<file path="src/rtl/mdrp_pkg.sv">
// ----------------------------------------------------------------------------
// mdrp_pkg
// Shared types, constants and helper functions of the data record parser.
// ----------------------------------------------------------------------------
package mdrp_pkg;

  localparam int MAX_EXT = 11;
  localparam int EXT_W   = $clog2(MAX_EXT + 1);
  localparam int POS_W   = 16;

  localparam int STOR_W  = 45;
  localparam int TAR_W   = 22;
  localparam int SUB_W   = 11;
  localparam int SIZE_W  = 9;
  localparam int START_W = 16;

  localparam logic [7:0] FILLER_BYTE  = 8'h2F;
  localparam logic [3:0] CODE_VARLEN  = 4'hD;
  localparam logic [7:0] CI_COMPACT_A = 8'h73;
  localparam logic [7:0] CI_COMPACT_B = 8'h79;
  localparam logic [7:0] CI_COMPACT_C = 8'h7B;
  localparam logic [7:0] CI_FORMAT_A  = 8'h69;
  localparam logic [7:0] CI_FORMAT_B  = 8'h6A;
  localparam logic [7:0] CI_FORMAT_C  = 8'h6B;
  localparam logic [1:0] HDR_SKIP     = 2'd3;
  localparam logic [POS_W-1:0] FMT_POS_INIT = POS_W'(4);

  typedef enum logic [2:0] {
    PH_DIF  = 3'd0,
    PH_DIFX = 3'd1,
    PH_VIF  = 3'd2,
    PH_VIFX = 3'd3,
    PH_DLEN = 3'd4,
    PH_DATA = 3'd5,
    PH_FLEN = 3'd6
  } phase_t;

  typedef enum logic [1:0] {
    MODE_NORMAL  = 2'd0,
    MODE_FORMAT  = 2'd1,
    MODE_COMPACT = 2'd2
  } mode_t;

  typedef enum logic [2:0] {
    ROLE_FILLER = 3'd0,
    ROLE_DIF    = 3'd1,
    ROLE_DIFX   = 3'd2,
    ROLE_VIF    = 3'd3,
    ROLE_VIFX   = 3'd4,
    ROLE_DATA   = 3'd5,
    ROLE_SKIP   = 3'd6
  } role_t;

  typedef enum logic [1:0] {
    STAT_OK      = 2'd0,
    STAT_TRUNC   = 2'd1,
    STAT_EXT_OVF = 2'd2
  } status_t;

  typedef struct packed {
    phase_t             phase;
    logic [EXT_W-1:0]   ext_cnt;
    logic [SIZE_W-1:0]  data_rem;
    logic [POS_W-1:0]   byte_pos;
    logic [POS_W-1:0]   fmt_pos;
    logic [1:0]         hdr_skip;
    logic [STOR_W-1:0]  storage;
    logic [TAR_W-1:0]   tariff;
    logic [SUB_W-1:0]   subunit;
    logic [5:0]         dif_code;
    mode_t              mode;
    logic               aborted;
    logic [SIZE_W-1:0]  rec_size;
    logic [POS_W-1:0]   rec_start;
  } state_t;

  typedef struct packed {
    logic [7:0] payload_byte;
    logic       first_byte;
    logic       last_byte;
    logic [7:0] control_info;
  } item_t;

  typedef struct packed {
    role_t               byte_role;
    logic                record_done;
    logic [1:0]          dif_function;
    logic [STOR_W-1:0]   storage_number;
    logic [TAR_W-1:0]    tariff_number;
    logic [SUB_W-1:0]    subunit_number;
    logic [SIZE_W-1:0]   record_data_size;
    logic [START_W-1:0]  record_data_start;
    status_t             parse_status;
  } result_t;

  function automatic state_t frame_init(mode_t mode);
    state_t st;
    st.phase     = PH_DIF;
    st.ext_cnt   = '0;
    st.data_rem  = '0;
    st.byte_pos  = '0;
    st.fmt_pos   = FMT_POS_INIT;
    st.hdr_skip  = '0;
    st.storage   = '0;
    st.tariff    = '0;
    st.subunit   = '0;
    st.dif_code  = '0;
    st.mode      = mode;
    st.aborted   = 1'b0;
    st.rec_size  = '0;
    st.rec_start = '0;
    return st;
  endfunction

  function automatic logic [SIZE_W-1:0] dif_size(logic [3:0] code);
    logic [SIZE_W-1:0] sz;
    case (code)
      4'h0:    sz = SIZE_W'(0);
      4'h1:    sz = SIZE_W'(1);
      4'h2:    sz = SIZE_W'(2);
      4'h3:    sz = SIZE_W'(3);
      4'h4:    sz = SIZE_W'(4);
      4'h5:    sz = SIZE_W'(5);
      4'h6:    sz = SIZE_W'(6);
      4'h7:    sz = SIZE_W'(8);
      4'h8:    sz = SIZE_W'(0);
      4'h9:    sz = SIZE_W'(1);
      4'hA:    sz = SIZE_W'(2);
      4'hB:    sz = SIZE_W'(3);
      4'hC:    sz = SIZE_W'(4);
      4'hE:    sz = SIZE_W'(6);
      default: sz = SIZE_W'(0);
    endcase
    return sz;
  endfunction

endpackage

</file>
<file path="src/rtl/mdrp_step.sv">
// ----------------------------------------------------------------------------
// mdrp_step
// Combinational parse step: next parser state and tagged result for one byte.
// ----------------------------------------------------------------------------
module mdrp_step (
  input  mdrp_pkg::state_t  st,
  input  mdrp_pkg::item_t   item,
  output mdrp_pkg::state_t  st_nxt,
  output mdrp_pkg::result_t res
);

  typedef struct packed {
    mdrp_pkg::state_t st;
    logic             done;
  } vif_end_t;

  function automatic vif_end_t end_vif(mdrp_pkg::state_t s, logic last);
    vif_end_t         r;
    logic [3:0]       code;
    logic [mdrp_pkg::SIZE_W-1:0] sz;
    r.st   = s;
    r.done = 1'b0;
    code   = s.dif_code[3:0];
    sz     = mdrp_pkg::dif_size(code);
    if (s.mode == mdrp_pkg::MODE_FORMAT) begin
      r.st.rec_start = s.fmt_pos;
      if (code == mdrp_pkg::CODE_VARLEN && !last) begin
        r.st.phase = mdrp_pkg::PH_FLEN;
      end else begin
        if (code == mdrp_pkg::CODE_VARLEN) begin
          sz = mdrp_pkg::SIZE_W'(1);
        end
        r.st.rec_size = sz;
        r.st.fmt_pos  = s.fmt_pos + mdrp_pkg::POS_W'(sz);
        r.st.phase    = mdrp_pkg::PH_DIF;
        r.done        = 1'b1;
      end
    end else begin
      r.st.rec_start = s.byte_pos + mdrp_pkg::POS_W'(1);
      if (code == mdrp_pkg::CODE_VARLEN) begin
        r.st.phase = mdrp_pkg::PH_DLEN;
      end else begin
        r.st.rec_size = sz;
        if (sz == '0) begin
          r.st.phase = mdrp_pkg::PH_DIF;
          r.done     = 1'b1;
        end else begin
          r.st.data_rem = sz;
          r.st.phase    = mdrp_pkg::PH_DATA;
        end
      end
    end
    return r;
  endfunction

  mdrp_pkg::state_t  n;
  mdrp_pkg::mode_t   mode;
  mdrp_pkg::result_t snap;
  vif_end_t          ve;
  logic              snapped;
  logic [7:0]        b;
  logic [5:0]        stor_sh;
  logic [4:0]        tar_sh;

  always_comb begin
    b       = item.payload_byte;
    n       = st;
    snapped = 1'b0;
    ve      = '0;
    res     = '0;
    snap    = '0;
    res.byte_role    = mdrp_pkg::ROLE_SKIP;
    res.parse_status = mdrp_pkg::STAT_OK;
    res.record_done  = 1'b0;
    mode    = mdrp_pkg::MODE_NORMAL;
    stor_sh = {n.ext_cnt, 2'b00} + 6'd1;
    tar_sh  = {n.ext_cnt, 1'b0};

    if (item.first_byte) begin
      if (item.control_info == mdrp_pkg::CI_COMPACT_A ||
          item.control_info == mdrp_pkg::CI_COMPACT_B ||
          item.control_info == mdrp_pkg::CI_COMPACT_C) begin
        mode = mdrp_pkg::MODE_COMPACT;
      end else if (item.control_info == mdrp_pkg::CI_FORMAT_A ||
                   item.control_info == mdrp_pkg::CI_FORMAT_B ||
                   item.control_info == mdrp_pkg::CI_FORMAT_C) begin
        mode = mdrp_pkg::MODE_FORMAT;
      end
      n       = mdrp_pkg::frame_init(mode);
      stor_sh = 6'd1;
      tar_sh  = 5'd0;
    end

    if (n.aborted || (n.mode != mdrp_pkg::MODE_NORMAL &&
                      n.mode != mdrp_pkg::MODE_FORMAT)) begin
      res.byte_role = mdrp_pkg::ROLE_SKIP;
    end else if (n.mode == mdrp_pkg::MODE_FORMAT && n.hdr_skip < mdrp_pkg::HDR_SKIP) begin
      n.hdr_skip    = n.hdr_skip + 2'd1;
      res.byte_role = mdrp_pkg::ROLE_SKIP;
    end else begin
      // A pending length byte closes the previous record and then acts as a DIF or filler.
      if (n.phase == mdrp_pkg::PH_FLEN) begin
        n.rec_size = {1'b0, b} + mdrp_pkg::SIZE_W'(1);
        n.fmt_pos  = n.fmt_pos + mdrp_pkg::POS_W'(n.rec_size);
        n.phase    = mdrp_pkg::PH_DIF;
        res.record_done         = 1'b1;
        snap.dif_function       = n.dif_code[5:4];
        snap.storage_number     = n.storage;
        snap.tariff_number      = n.tariff;
        snap.subunit_number     = n.subunit;
        snap.record_data_size   = n.rec_size;
        snap.record_data_start  = mdrp_pkg::START_W'(n.rec_start);
        snapped                 = 1'b1;
      end
      case (n.phase)
        mdrp_pkg::PH_DIF: begin
          if (b == mdrp_pkg::FILLER_BYTE) begin
            res.byte_role = mdrp_pkg::ROLE_FILLER;
          end else begin
            res.byte_role = mdrp_pkg::ROLE_DIF;
            n.dif_code = b[5:0];
            n.storage  = mdrp_pkg::STOR_W'(b[6]);
            n.tariff   = '0;
            n.subunit  = '0;
            n.ext_cnt  = '0;
            n.rec_size = '0;
            n.phase    = b[7] ? mdrp_pkg::PH_DIFX : mdrp_pkg::PH_VIF;
          end
        end
        mdrp_pkg::PH_DIFX: begin
          res.byte_role = mdrp_pkg::ROLE_DIFX;
          if (n.ext_cnt >= mdrp_pkg::EXT_W'(mdrp_pkg::MAX_EXT)) begin
            n.aborted        = 1'b1;
            res.parse_status = mdrp_pkg::STAT_EXT_OVF;
            n.phase          = mdrp_pkg::PH_DIF;
          end else begin
            n.storage = n.storage | (mdrp_pkg::STOR_W'(b[3:0]) << stor_sh);
            n.subunit = n.subunit | (mdrp_pkg::SUB_W'(b[6]) << n.ext_cnt);
            n.tariff  = n.tariff | (mdrp_pkg::TAR_W'(b[5:4]) << tar_sh);
            n.ext_cnt = n.ext_cnt + mdrp_pkg::EXT_W'(1);
            if (!b[7]) begin
              n.phase = mdrp_pkg::PH_VIF;
            end
          end
        end
        mdrp_pkg::PH_VIF: begin
          res.byte_role = mdrp_pkg::ROLE_VIF;
          n.ext_cnt     = '0;
          if (b[7]) begin
            n.phase = mdrp_pkg::PH_VIFX;
          end else begin
            ve              = end_vif(n, item.last_byte);
            n               = ve.st;
            res.record_done = ve.done;
          end
        end
        mdrp_pkg::PH_VIFX: begin
          res.byte_role = mdrp_pkg::ROLE_VIFX;
          if (n.ext_cnt >= mdrp_pkg::EXT_W'(mdrp_pkg::MAX_EXT)) begin
            n.aborted        = 1'b1;
            res.parse_status = mdrp_pkg::STAT_EXT_OVF;
            n.phase          = mdrp_pkg::PH_DIF;
          end else begin
            n.ext_cnt = n.ext_cnt + mdrp_pkg::EXT_W'(1);
            if (!b[7]) begin
              ve              = end_vif(n, item.last_byte);
              n               = ve.st;
              res.record_done = ve.done;
            end
          end
        end
        mdrp_pkg::PH_DLEN: begin
          res.byte_role = mdrp_pkg::ROLE_DATA;
          n.rec_size    = {1'b0, b} + mdrp_pkg::SIZE_W'(1);
          n.data_rem    = {1'b0, b};
          if (b == 8'd0) begin
            res.record_done = 1'b1;
            n.phase         = mdrp_pkg::PH_DIF;
          end else begin
            n.phase = mdrp_pkg::PH_DATA;
          end
        end
        mdrp_pkg::PH_DATA: begin
          res.byte_role = mdrp_pkg::ROLE_DATA;
          if (n.data_rem != '0) begin
            n.data_rem = n.data_rem - mdrp_pkg::SIZE_W'(1);
          end
          if (n.data_rem == '0) begin
            res.record_done = 1'b1;
            n.phase         = mdrp_pkg::PH_DIF;
          end
        end
        default: begin
          n.phase = mdrp_pkg::PH_DIF;
        end
      endcase
    end

    if (item.last_byte && n.phase != mdrp_pkg::PH_DIF) begin
      res.parse_status = mdrp_pkg::STAT_TRUNC;
      n.phase          = mdrp_pkg::PH_DIF;
    end

    if (snapped) begin
      res.dif_function      = snap.dif_function;
      res.storage_number    = snap.storage_number;
      res.tariff_number     = snap.tariff_number;
      res.subunit_number    = snap.subunit_number;
      res.record_data_size  = snap.record_data_size;
      res.record_data_start = snap.record_data_start;
    end else begin
      res.dif_function      = n.dif_code[5:4];
      res.storage_number    = n.storage;
      res.tariff_number     = n.tariff;
      res.subunit_number    = n.subunit;
      res.record_data_size  = n.rec_size;
      res.record_data_start = mdrp_pkg::START_W'(n.rec_start);
    end

    n.byte_pos = n.byte_pos + mdrp_pkg::POS_W'(1);
    st_nxt     = n;
  end

endmodule

</file>
<file path="src/rtl/mbus_data_record_parser_core.sv">
// ----------------------------------------------------------------------------
// mbus_data_record_parser_core
// Streaming DIF/VIF/data record parser for decrypted meter payloads.
// ----------------------------------------------------------------------------
// The block takes one payload byte per clock while the output is not stalled
// and returns one tagged result per byte, in order. A byte is held in an input
// register, parsed in a single pass of combinational logic that also advances
// the parser state, and lands in a result register when the stage advances.
// The input accepts a new byte in every cycle while the result register is
// empty or being drained, so the sustained rate is one byte per cycle, set by
// the single-pass state update loop. There is no clearing pass after reset.
module mbus_data_record_parser_core (
  input  logic         clk,
  input  logic         rst_n,
  input  logic         in_tvalid,
  output logic         in_tready,
  input  logic [15:0]  in_tdata,   // payload_byte[7:0], control_info[15:8]
  input  logic         in_tuser,   // first_byte
  input  logic         in_tlast,   // last_byte
  output logic         out_tvalid,
  input  logic         out_tready,
  output logic [111:0] out_tdata,  // dif_function, storage_number, tariff_number,
                                   // subunit_number, record_data_size,
                                   // record_data_start, zero fill
  output logic [5:0]   out_tuser   // byte_role[2:0], record_done[3], parse_status[5:4]
);

  logic              in_vld_r;
  mdrp_pkg::item_t   in_item_r;
  mdrp_pkg::state_t  st_r;
  mdrp_pkg::state_t  st_nxt;
  mdrp_pkg::result_t res_nxt;
  mdrp_pkg::result_t out_res_r;
  logic              out_vld_r;
  logic              advance;

  assign advance   = in_vld_r && (!out_vld_r || out_tready);
  assign in_tready = !in_vld_r || advance;

  mdrp_step u_step (
    .st     (st_r),
    .item   (in_item_r),
    .st_nxt (st_nxt),
    .res    (res_nxt)
  );

  always_ff @(posedge clk) begin
    if (!rst_n) begin
      in_vld_r  <= 1'b0;
      out_vld_r <= 1'b0;
      st_r      <= mdrp_pkg::frame_init(mdrp_pkg::MODE_NORMAL);
    end else begin
      if (in_tready) begin
        in_vld_r <= in_tvalid;
      end
      if (advance) begin
        st_r      <= st_nxt;
        out_vld_r <= 1'b1;
      end else if (out_tready) begin
        out_vld_r <= 1'b0;
      end
    end
  end

  always_ff @(posedge clk) begin
    if (in_tready && in_tvalid) begin
      in_item_r.payload_byte <= in_tdata[7:0];
      in_item_r.control_info <= in_tdata[15:8];
      in_item_r.first_byte   <= in_tuser;
      in_item_r.last_byte    <= in_tlast;
    end
    if (advance) begin
      out_res_r <= res_nxt;
    end
  end

  assign out_tvalid = out_vld_r;
  assign out_tdata  = {7'd0,
                       out_res_r.record_data_start,
                       out_res_r.record_data_size,
                       out_res_r.subunit_number,
                       out_res_r.tariff_number,
                       out_res_r.storage_number,
                       out_res_r.dif_function};
  assign out_tuser  = {out_res_r.parse_status, out_res_r.record_done, out_res_r.byte_role};

endmodule

</file>
<file path="config.mk">
export PLATFORM = sky130hd
export DESIGN_NAME = mbus_data_record_parser_core
export DESIGN_NICKNAME = d
export VERILOG_FILES = /design/src/rtl/mdrp_pkg.sv /design/src/rtl/mdrp_step.sv /design/src/rtl/mbus_data_record_parser_core.sv
export SDC_FILE = /design/constraint.sdc
export NUM_CORES = 1
export LEC_CHECK = 0
export BUFFER_PORTS_ARGS = -buffer_cell sky130_fd_sc_hd__buf_2
export CAP_MARGIN = 20
export CORE_MARGIN = 3
export CORE_UTILIZATION = 52
export DETAILED_ROUTE_END_ITERATION = 6
export PLACE_DENSITY = 0.81
export SYNTH_ARGS = -nofsm -noshare
export SYNTH_HDL_FRONTEND = slang
export SYNTH_HIERARCHICAL = 1
export SYNTH_SLANG_ARGS = --single-unit
</file>
<file path="constraint.sdc">
create_clock -name clk -period 5.1 [get_ports clk]
set_input_delay 0.255 -clock clk [delete_from_list [all_inputs] [get_ports clk]]
set_output_delay 0.255 -clock clk [all_outputs]
set_load 0.05 [all_outputs]
</file>
==> results.md, run 1 <==
* Status: finished, final reports clean
* Synth warn at 6
* Hold depth at 3
* Clock Skews at 16.07 ps
* Compound-cell area share of the yosys netlist at 14.54%
* Post-DP HPWL at 30,550 µm
* Slew headroom at 21.53%
* Initial antenna violation count at 0
* Routability congestion estimate at 0.9242
* Max Cap Viol at 0
* Peak VDD IR at 0.0002531 V
* Fmax at 0.2213 GHz
* Post-CTS Resized at 0
* Cells after DPL at 2,477
* Final Hold Viols at 0
* Clk pin slew, worst setup/hold paths at 60 ps
* Synth Area in XOR/XNOR at 2.567%
* Metal3 WL at 3960 µm
* Layout Nets at 2,133
* TritonCTS buffer count at 34
* Min Hold Slack at 222.6 ps
* Total negative slack at 0 ps
* Hold Crit Endpoint: out_tvalid
* DP Worst Slack at 700.7 ps
* DR pass1 iterations at 6
* Top sig layer: met4
* Input/output buffers at 134
* H-tree Lvls at 2
* Final instance count without filler cells at 2,558
* PnR worst setup slack at 580.6 ps
* Wire per inst at 18.31 µm
* Drt via density at 5.945
* Clk Tree Root Cell: clkbuf_16
* R2R Setup Slk at 580 ps
* Hold Crit Class: input pin to register
* Clk sinks at 293
* CTS tree: yes
* Mapped Area at 17,600 µm²
* Die Ht at 190.0 µm
* Layout cells sized above 1 at 14.18%
* Tot Pwr at 5.510 mW
* Syn Inst Count at 2,018
* FF-to-FF path depth at 15
* Fraction of the mapped netlist area in adder cells at 1.578%
* CP startpoint kind: register
* Largest family of logic cells by synthesized area: simple AND/OR/NAND/NOR gates
* RR Endpoint: st_r[127]
* Number of diodes at 0
* RSZ-0062 raised after global routing: false
* Core footprint at 32,950 µm²
* Worst R2R Start: in_item_r[12]
* Vias at 15,210
* Mux share of post-synthesis cell area at 12.25%
* Synthesized flop and latch total at 293
* Hold Buf Count CTS at 19
* Pwr/cell area at 279.5 nW/µm²
* Mean post-synth cell area at 8.720 µm²
* Crit path capture type: register
* Worst skew pair latency at 520 ps
* CP Max Fanout at 17
* Slew Limit Fails at 0
* Async S/R FF share, synth at 0%
* Final setup viols at 0
* Aggregate global routing overflow at 0
* Rows at 66
* Largest net degree at the start of global routing at 190
* Initial Util at 53.41%
* Boundary Pins at 142
* Synth unique cells at 93
* Total Wirelength at 46,830 µm
* Die ar. at 36,080 µm²
* Leakage at 7.101 nW
* DRT met1 WL at 20,140 µm
* Seq/Total Area, Yosys at 40.67%
* Post-synth EDFFs at 129
* Met2 wire length at 21,380 µm
* Top cells by count, synth: 477 x nand2_1, 176 x mux2i_1, 164 x dfxtp_1, 129 x edfxtp_1, 113 x o21ai_0
* Crit Path Category: register to register
* Starting DRT DRC Count at 1,747
* Area delta synth->final at 12.02%
* Period utilization at 88.62%
* Post-CTS Repair Setup Buffers at 0
* # DRC at 0
* Worst EP required at 5520 ps
* Count leader, synth: nand2_1
* Top cell type's share of synthesized area at 22.01%
* Critical path arrival at 4940 ps
* Area leader, netlist: edfxtp_1
* Worst-Margin Slew at 1176 ps
* First-pass GRT wire length at 74,730 µm
* Top_reg_cell synth: dfxtp_1
* Routed Antenna Nets at 0
* Synth Area in Simple Gates at 23.32%
* HP Start: out_tready
* Overall global routing resource usage at 25.18%
* Synth area leaders: edfxtp_1 22%, dfxtp_1 19%, nand2_1 10%
* Vias in the first global route at 14,210
* Min cycle time layout at 4519 ps
* Max clock buf depth at 3
* Die Wd at 190.0 µm
metrics by stage:
stage | utilization (%) | cell area [µm²]
finish | 59.82 | 19710
global route | 59.82 | 19710
CTS | 59.82 | 19710
detailed placement | 55.78 | 18380
global placement | 55.78 | 18380
floorplan | - | 17620
state kept, by name, summed over array words and instances, names as in the netlist:
signal,count
out_tuser,6
st_r,162
in_vld_r,1
in_item_r,18
out_tdata,105
out_tvalid,1
power by group:
part | internal [mW] | total [mW] | switching [mW] | leakage [nW]
Combinational | 0.130 | 0.500 | 0.370 | 3.94
Clock | 1.50 | 2.49 | 0.988 | 0.553
Sequential | 2.49 | 2.52 | 0.0301 | 2.61
Total | 4.12 | 5.51 | 1.39 | 7.10
cell type report:
cell class                 instances  area [µm²]
tap                              442       553.0
inverter                          31       116.4
clock inverter                    17       209.0
fill                            2788       13240
sequential                       293        7157
multi-input combinational       1545        9597
timing repair buffer             185        1147
clock buffer                      45       932.1
kinds of logic (layout without fill, tap and decap cells):
family | count (synthesis) | in the layout
other cells | 1 | 7
flops | 293 | 293
mux | 211 | 211
buf+inv | 186 | 278
xor+xnor | 50 | 50
simple gates | 874 | 874
compound gates | 382 | 382
fa+ha+maj | 21 | 21
cells in the final DEF (no fill, tap or decap), drive strengths merged, types with 18 or more instances in the layout:
cell,count
nand2,478
mux2i,176
buf,165
dfxtp,164
o21ai,132
edfxtp,129
nor2,114
nor2b,91
a21oi,65
nand2b,59
clkbuf,46
nor3,37
mux2,35
a31oi,35
inv,32
xnor2,29
o31ai,29
nand3,22
xor2,20
dlygate4sd3,19
ha,19
a32o,18
worst max-delay path by stage:
stage	from	to	slack, ps	cells past startpoint
after floorplan	in_item_r[9]	st_r[129]	860	22
after global placement	in_item_r[9]	st_r[129]	780	19
after detailed placement	in_item_r[9]	st_r[129]	700	19
after CTS	in_item_r[12]	st_r[127]	650	17
after global routing	in_item_r[12]	st_r[127]	230	18
final	in_item_r[12]	st_r[127]	580	15
layer usage:
metal / up-vias / GRT usage [%]
li1: 7224 / -
met1: 7179 / 35.03
met2: 699 / 40.76
met3: 106 / 3.648
met4: 0 / 7.904
met5: - / 0
critical path, stage by stage, from the launching register on:
cell	delay [ps]
edfxtp_1	830
and3_1	430
and3_1	250
xnor2_1	270
inv_1	90
ha_1	300
and2_1	210
a221oi_4	450
nor4_1	110
nor4_1	580
nor3_2	160
a31oi_1	170
nor2_1	70
xnor2_1	200
nand2_1	80
mux2i_1	200
Note: power is estimated with default switching activity, not from simulation.
==> inputs of run 2 (changes only) <==
Settings changed: PLACE_DENSITY 0.81 to 0.78.
==> results.md, run 2 (synthesis results as in run 1) <==
* Slew headroom at 29.20% (+7.7 points)
* Final setup viols at 0 (unchanged)
* Core footprint at 32,950 µm² (unchanged)
* Clk Tree Root Cell: clkbuf_16
* Most common cell after layout, fill and taps aside: nand2_1
* CP Cell Sequence: and3_1, and3_1, xnor2_1, inv_1, ha_1, and2_1, a221oi_4, nor4_1, nor4_1, nor3_2, nand3_1, mux2i_1, a22o_1, nand2_1, mux2i_1
* Hold depth at 3 (unchanged)
* Initial antenna violation count at 0 (unchanged)
* Peak VDD IR at 0.0002905 V (+15%)
* Crit path capture type: register
* DR pass1 iterations at 6 (unchanged)
* Layout cells sized above 1 at 14.18% (about the same)
* # DRC at 0 (unchanged)
* H-tree Lvls at 1 (-1)
* Die Ht at 190.0 µm (unchanged)
* Clk pin slew, worst setup/hold paths at 60 ps (about the same)
* Drt via density at 5.897 (-0.82%)
* Area delta synth->final at 12.06% (about the same)
* HP Start: out_tready
* Boundary Pins at 142 (unchanged)
* Clk sinks at 293 (unchanged)
* Final Hold Viols at 0 (unchanged)
* Crit Path Category: register to register
* Input/output buffers at 134 (unchanged)
* Clock Skews at 16.09 ps (+0.01770 ps)
* Period utilization at 88.88% (+0.27 points)
* Aggregate global routing overflow at 0 (unchanged)
* Layout Nets at 2,134 (+0.047%)
* Die ar. at 36,080 µm² (unchanged)
* Slowest CP cell: edfxtp_1
* FF-to-FF path depth at 15 (unchanged)
* CP delay by family, top: simple AND/OR/NAND/NOR gates
* CP peak stage delay at 830 ps (about the same)
* TritonCTS buffer count at 30 (-12%)
* R2R Setup Slk at 570 ps (about the same)
* Max Cap Viol at 0 (unchanged)
* Routed Antenna Nets at 0 (unchanged)
* Worst-Margin Slew at 1062 ps (-113.7 ps)
* Leakage at 7.103 nW (about the same)
* CTS tree: yes
* Hold Crit Endpoint: out_tvalid
* Rows at 66 (unchanged)
* Post-CTS Resized at 0 (unchanged)
* Worst R2R Start: in_item_r[12]
* Total negative slack at 0 ps (unchanged)
* Routability congestion estimate at 0.9194 (-0.52%)
* Pwr/cell area at 276.1 nW/µm² (-1.2%)
* CP startpoint kind: register
* RR Endpoint: st_r[129]
* Total Wirelength at 46,630 µm (-0.43%)
* Hold Crit Class: input pin to register
* Max clock buf depth at 3 (unchanged)
* Worst skew pair latency at 570 ps (+50 ps)
* Biggest register: st_r
* Vias at 15,080 (-0.85%)
* Post-DP HPWL at 30,740 µm (+0.62%)
* Leading cell types in the layout, fill and taps excluded: 477 x nand2_1, 176 x mux2i_1, 164 x dfxtp_1
* Wire per inst at 18.24 µm (-0.39%)
* Status: finished, final reports clean
* RSZ-0062 raised after global routing: false
* Worst EP required at 5590 ps (+70 ps)
* Fmax at 0.2206 GHz (-0.30%)
* Worst Path Buf+Inv at 1 (unchanged)
* Tot Pwr at 5.445 mW (-1.2%)
* Initial Util at 53.41% (unchanged)
* First-pass GRT wire length at 74,050 µm (-0.91%)
* Number of diodes at 0 (unchanged)
* Critical path arrival at 5020 ps (+80 ps)
* Min cycle time layout at 4533 ps (+13.56 ps)
* Largest net degree at the start of global routing at 172 (-9.5%)
* Starting DRT DRC Count at 1,574 (-9.9%)
* Die Wd at 190.0 µm (unchanged)
* Vias in the first global route at 14,210 (+0.021%)
* CP Max Fanout at 17 (unchanged)
* Fillers at 2,781 (-0.25%)
* Slew Limit Fails at 0 (unchanged)
* Overall global routing resource usage at 25.06% (-0.13 points)
* Max FFs per register at 162 (unchanged)
run 2: cell count changes in the layout (fill, tap and decap cells not counted), moves of 2 or more:
cell,delta
inv_6,-2
bufinv_16,+3
buf_4,+3
clkbuf_8,-3
clkbuf_16,-3
run 2: layout make-up:
type	count	area, µm²	share of cell area, %
clock buffer	38	812.0	4.118
clock inverter	18	282.8	1.434
inverter	31	116.4	0.5901
multi-input combinational	1545	9597	48.67
sequential	293	7157	36.29
tap	442	553.0	2.805
timing repair buffer	190	1201	6.091
run 2: what timing repair did:
action	CTS	global route
hold buffers	19	0
endpoints found under the hold margin	19	0
buffers inserted	0	0
endpoints found under the setup margin	0	0
run 2: worst max-delay path by stage:
stage,startpoint,end,cells after the start
2_1_floorplan,in_item_r[9],st_r[129],22
3_3_place_gp,in_item_r[12],st_r[129],18
3_5_place_dp,in_item_r[12],st_r[129],18
4_1_cts,in_item_r[12],st_r[129],18
5_1_grt,in_item_r[12],st_r[129],18
6_report,in_item_r[12],st_r[129],15
run 2: metrics by stage:
step | worst slack, ps | area [µm²] | std cells | utilization (%) | hold WS (ps)
floorplan | 858.4 | 17620 | 2024 | - | 353.9
detailed placement | 711.1 | 18420 | 2481 | 55.91 | 433.1
global placement | 840.7 | 18420 | 2481 | 55.91 | 431.3
global route | 258.9 | 19720 | 2557 | 59.85 | 143.3
finish | 567.0 | 19720 | 2557 | 59.85 | 136.3
CTS | 626.2 | 19710 | 2556 | 59.81 | 113.7
run 2: power by group:
part | internal [mW] | total [mW] | switching, mW
logic | 0.132 | 0.506 | 0.374
clock network | 1.48 | 2.42 | 0.938
registers | 2.49 | 2.52 | 0.0291
run 2: metal layers:
layer,part of all wire (%),track usage (%)
met1,43,34.88
met2,46,40.46
met3,7.9,3.630
met4,3.1,7.961
met5,0,0
run 2: worst register-to-register path: stages, from the launching register on:
cell and delay [ps]:
edfxtp_1 830, and3_1 440, and3_1 250, xnor2_1 250, inv_1 90, ha_1 290
and2_1 200, a221oi_4 450, nor4_1 110, nor4_1 690, nor3_2 170, nand3_1 150
mux2i_1 190, a22o_1 140, nand2_1 50, mux2i_1 160
==> inputs of run 3 (changes only) <==
Settings changed: CORE_MARGIN 3 to 2, CORE_UTILIZATION 52 to 25, PLACE_DENSITY 0.78 to 0.47.
==> results.md, run 3 (synthesis results as in run 1) <==
* Crit Path Category: register to register
* Status: finished, final reports clean
* Period utilization at 86.89% (-2.0 points)
* Final setup viols at 0 (unchanged)
* CTS tree: yes
* Routed Antenna Nets at 0 (unchanged)
* Post-CTS Repair Setup Buffers at 0 (unchanged)
* Max clock buf depth at 3 (unchanged)
* Drt via density at 4.841 (-18%)
* Sw frac at 26.83% (+2.2 points)
* CP Cell Sequence: nand4_2, nor2_1, xnor2_1, inv_1, ha_1, a31oi_1, o21ai_0, or2_2, o21ai_1, mux2_2, a211oi_4, nor3_2, nand3_1, mux2i_1, o31ai_2, nand2_1, mux2i_1
* Total Wirelength at 54,430 µm (+17%)
* Boundary Pins at 142 (unchanged)
* Clock power share at 47.9% (+3.5 points)
* Max Cap Viol at 0 (unchanged)
* RSZ-0062 raised after global routing: false
* Routability congestion estimate at 0.8225 (-11%)
* Number of diodes at 0 (unchanged)
* HP Start: out_tready
* Overall global routing resource usage at 14.49% (-11 points)
* Crit path capture type: register
* Design area at 20,650 µm² (+4.7%)
* CP peak stage delay at 820 ps (about the same)
* FF-to-FF path depth at 17 (+2)
* Core footprint at 69,910 µm² (+110%)
* Cells after DPL at 2,987 (+20%)
* H-tree Lvls at 2 (+1)
* Min Hold Slack at 165.1 ps (+28.80 ps)
* Worst skew pair latency at 580 ps (about the same)
* RR Endpoint: st_r[126]
* Worst Path Buf+Inv at 1 (unchanged)
* CP Capture Point: st_r[126]
* Switch Pwr at 1.567 mW (+17%)
* Starting DRT DRC Count at 1,044 (-34%)
* Leading cell types in the layout, fill and taps excluded: 476 x nand2_1, 176 x mux2i_1, 164 x dfxtp_1
* Die Ht at 269.3 µm (+42%)
* Hold Crit Class: input pin to register
* Aggregate global routing overflow at 0 (unchanged)
* Clk Tree Root Cell: clkbuf_16
* Flop pwr share at 43.1% (-3.2 points)
* Layout cells sized above 1 at 15.33% (+1.1 points)
* Biggest register: st_r
* Die ar. at 72,530 µm² (+100%)
* Vias in the first global route at 14,230 (+0.13%)
* Cell Area, Placed at 19,140 µm² (+3.9%)
* Rows at 97 (+47%)
* First-pass GRT wire length at 83,950 µm (+13%)
* Min cycle time layout at 4431 ps (-101.6 ps)
* CP Max Fanout at 16 (-1)
* Fmax at 0.2257 GHz (+2.3%)
* Die Wd at 269.3 µm (+42%)
* Fillers at 7,398 (+170%)
* Area delta synth->final at 17.34%
* Internal at 4.273 mW (+4.1%)
* Clock Skews at 24.22 ps (+8.134 ps)
* Footprint of the multi-input gates at 9602 µm² (about the same)
* Final instance count without filler cells at 3,079 (+20%)
* Comb power frac at 9.0% (-0.3 points)
* Vias at 14,910 (-1.1%)
* Worst EP required at 5520 ps (-70 ps)
* CP startpoint kind: register
* Leakage at 7.278 nW (+2.5%)
* Clk pin slew, worst setup/hold paths at 60 ps (about the same)
* Most common cell after layout, fill and taps aside: nand2_1
* CP delay by family, top: simple AND/OR/NAND/NOR gates
* Input/output buffers at 134 (unchanged)
* Layout Nets at 2,151 (+0.80%)
* Initial antenna violation count at 1 (+1)
* Final Hold Viols at 0 (unchanged)
* TritonCTS buffer count at 39 (+30%)
* Number of cells on the critical path at 17 (+2)
* Initial Util at 25.17% (-28 points)
* Critical path arrival at 4850 ps (-170 ps)
* Wire per inst at 17.68 µm (-3.1%)
* Post-DP HPWL at 36,620 µm (+19%)
* Total negative slack at 0 ps (unchanged)
* Max FFs per register at 162 (unchanged)
* Register area at 7157 µm² (unchanged)
* Clk sinks at 293 (unchanged)
* Pwr/cell area at 282.9 nW/µm² (+2.4%)
* Slew Limit Fails at 0 (unchanged)
* Slew headroom at 26.82% (-2.4 points)
* R2R Setup Slk at 670 ps (+100 ps)
* Critical Path Start: in_item_r[13]
* Slowest CP cell: edfxtp_1
* Worst R2R Start: in_item_r[13]
* Largest net degree at the start of global routing at 141 (-18%)
* Peak VDD IR at 0.0001967 V (-32%)
* Worst-Margin Slew at 1092 ps (+29.75 ps)
* Worst path most repeated cell: mux2i_1
* Final Core Density at 29.54% (-30 points)
* DR pass1 iterations at 6 (unchanged)
* # DRC at 0 (unchanged)
-- run 3: worst min path at each step --
| stage | to | slack [ps] | cells past startpoint |
|---|---|---|---|
| finish | out_tvalid | 170 | 3 |
| detailed placement | in_item_r[2] | 430 | 1 |
| CTS | out_tvalid | 150 | 3 |
| floorplan | in_item_r[0] | 350 | 0 |
| global route | out_tvalid | 170 | 3 |
| global placement | in_item_r[2] | 430 | 1 |
-- run 3: stage by stage --
| step | total power, mW | setup slack [ps] |
|---|---|---|
| 2_1_floorplan | 2.952 | 858.4 |
| 3_3_place_gp | 3.083 | 773.6 |
| 3_5_place_dp | 3.087 | 692.6 |
| 4_1_cts | 5.948 | 641.5 |
| 5_1_grt | 6.071 | 348.7 |
| 6_report | 5.840 | 668.6 |
-- run 3: final cells by class --
cell class / count / share of cell area, %
Multi-Input combinational cell: 1545 / 46.50
Sequential cell: 293 / 34.66
Timing Repair Buffer: 198 / 6.290
Tap cell: 940 / 5.696
Clock buffer: 47 / 5.115
Clock inverter: 25 / 1.170
Inverter: 31 / 0.5636
-- run 3: worst reg2reg max path, cell delays in order (launching register included) --
cell and delay [ps]:
edfxtp_1 820, nand4_2 320, nor2_1 200, xnor2_1 170, inv_1 80, ha_1 340
a31oi_1 140, o21ai_0 180, or2_2 340, o21ai_1 150, mux2_2 380, a211oi_4 410
nor3_2 130, nand3_1 140, mux2i_1 240, o31ai_2 70, nand2_1 80, mux2i_1 90
-- run 3: metal layers --
layer  share of wire, %  vias to the layer above  global-route usage [%]
met5              0.015                        -                       0
met1                 45                     7245                   18.82
met4                1.8                        2                   3.509
li1                   -                     7281                       -
met2                 49                      313                   25.18
met3                4.1                       65                   2.120
-- run 3: timing repair --
action                     CTS  global route
gates resized for setup      0             0
hold buffers                19             0
setup endpoints to repair    0             0
hold endpoints to repair    19             0
-- run 3: power groups by stage --
stage          Combinational (mW)  Clock [mW]  Sequential [mW]
2_1_floorplan               0.297           0             2.66
3_3_place_gp                0.516           0             2.57
3_5_place_dp                0.519           0             2.57
4_1_cts                     0.532        2.90             2.52
5_1_grt                     0.562        2.99             2.52
6_report                    0.526        2.80             2.52
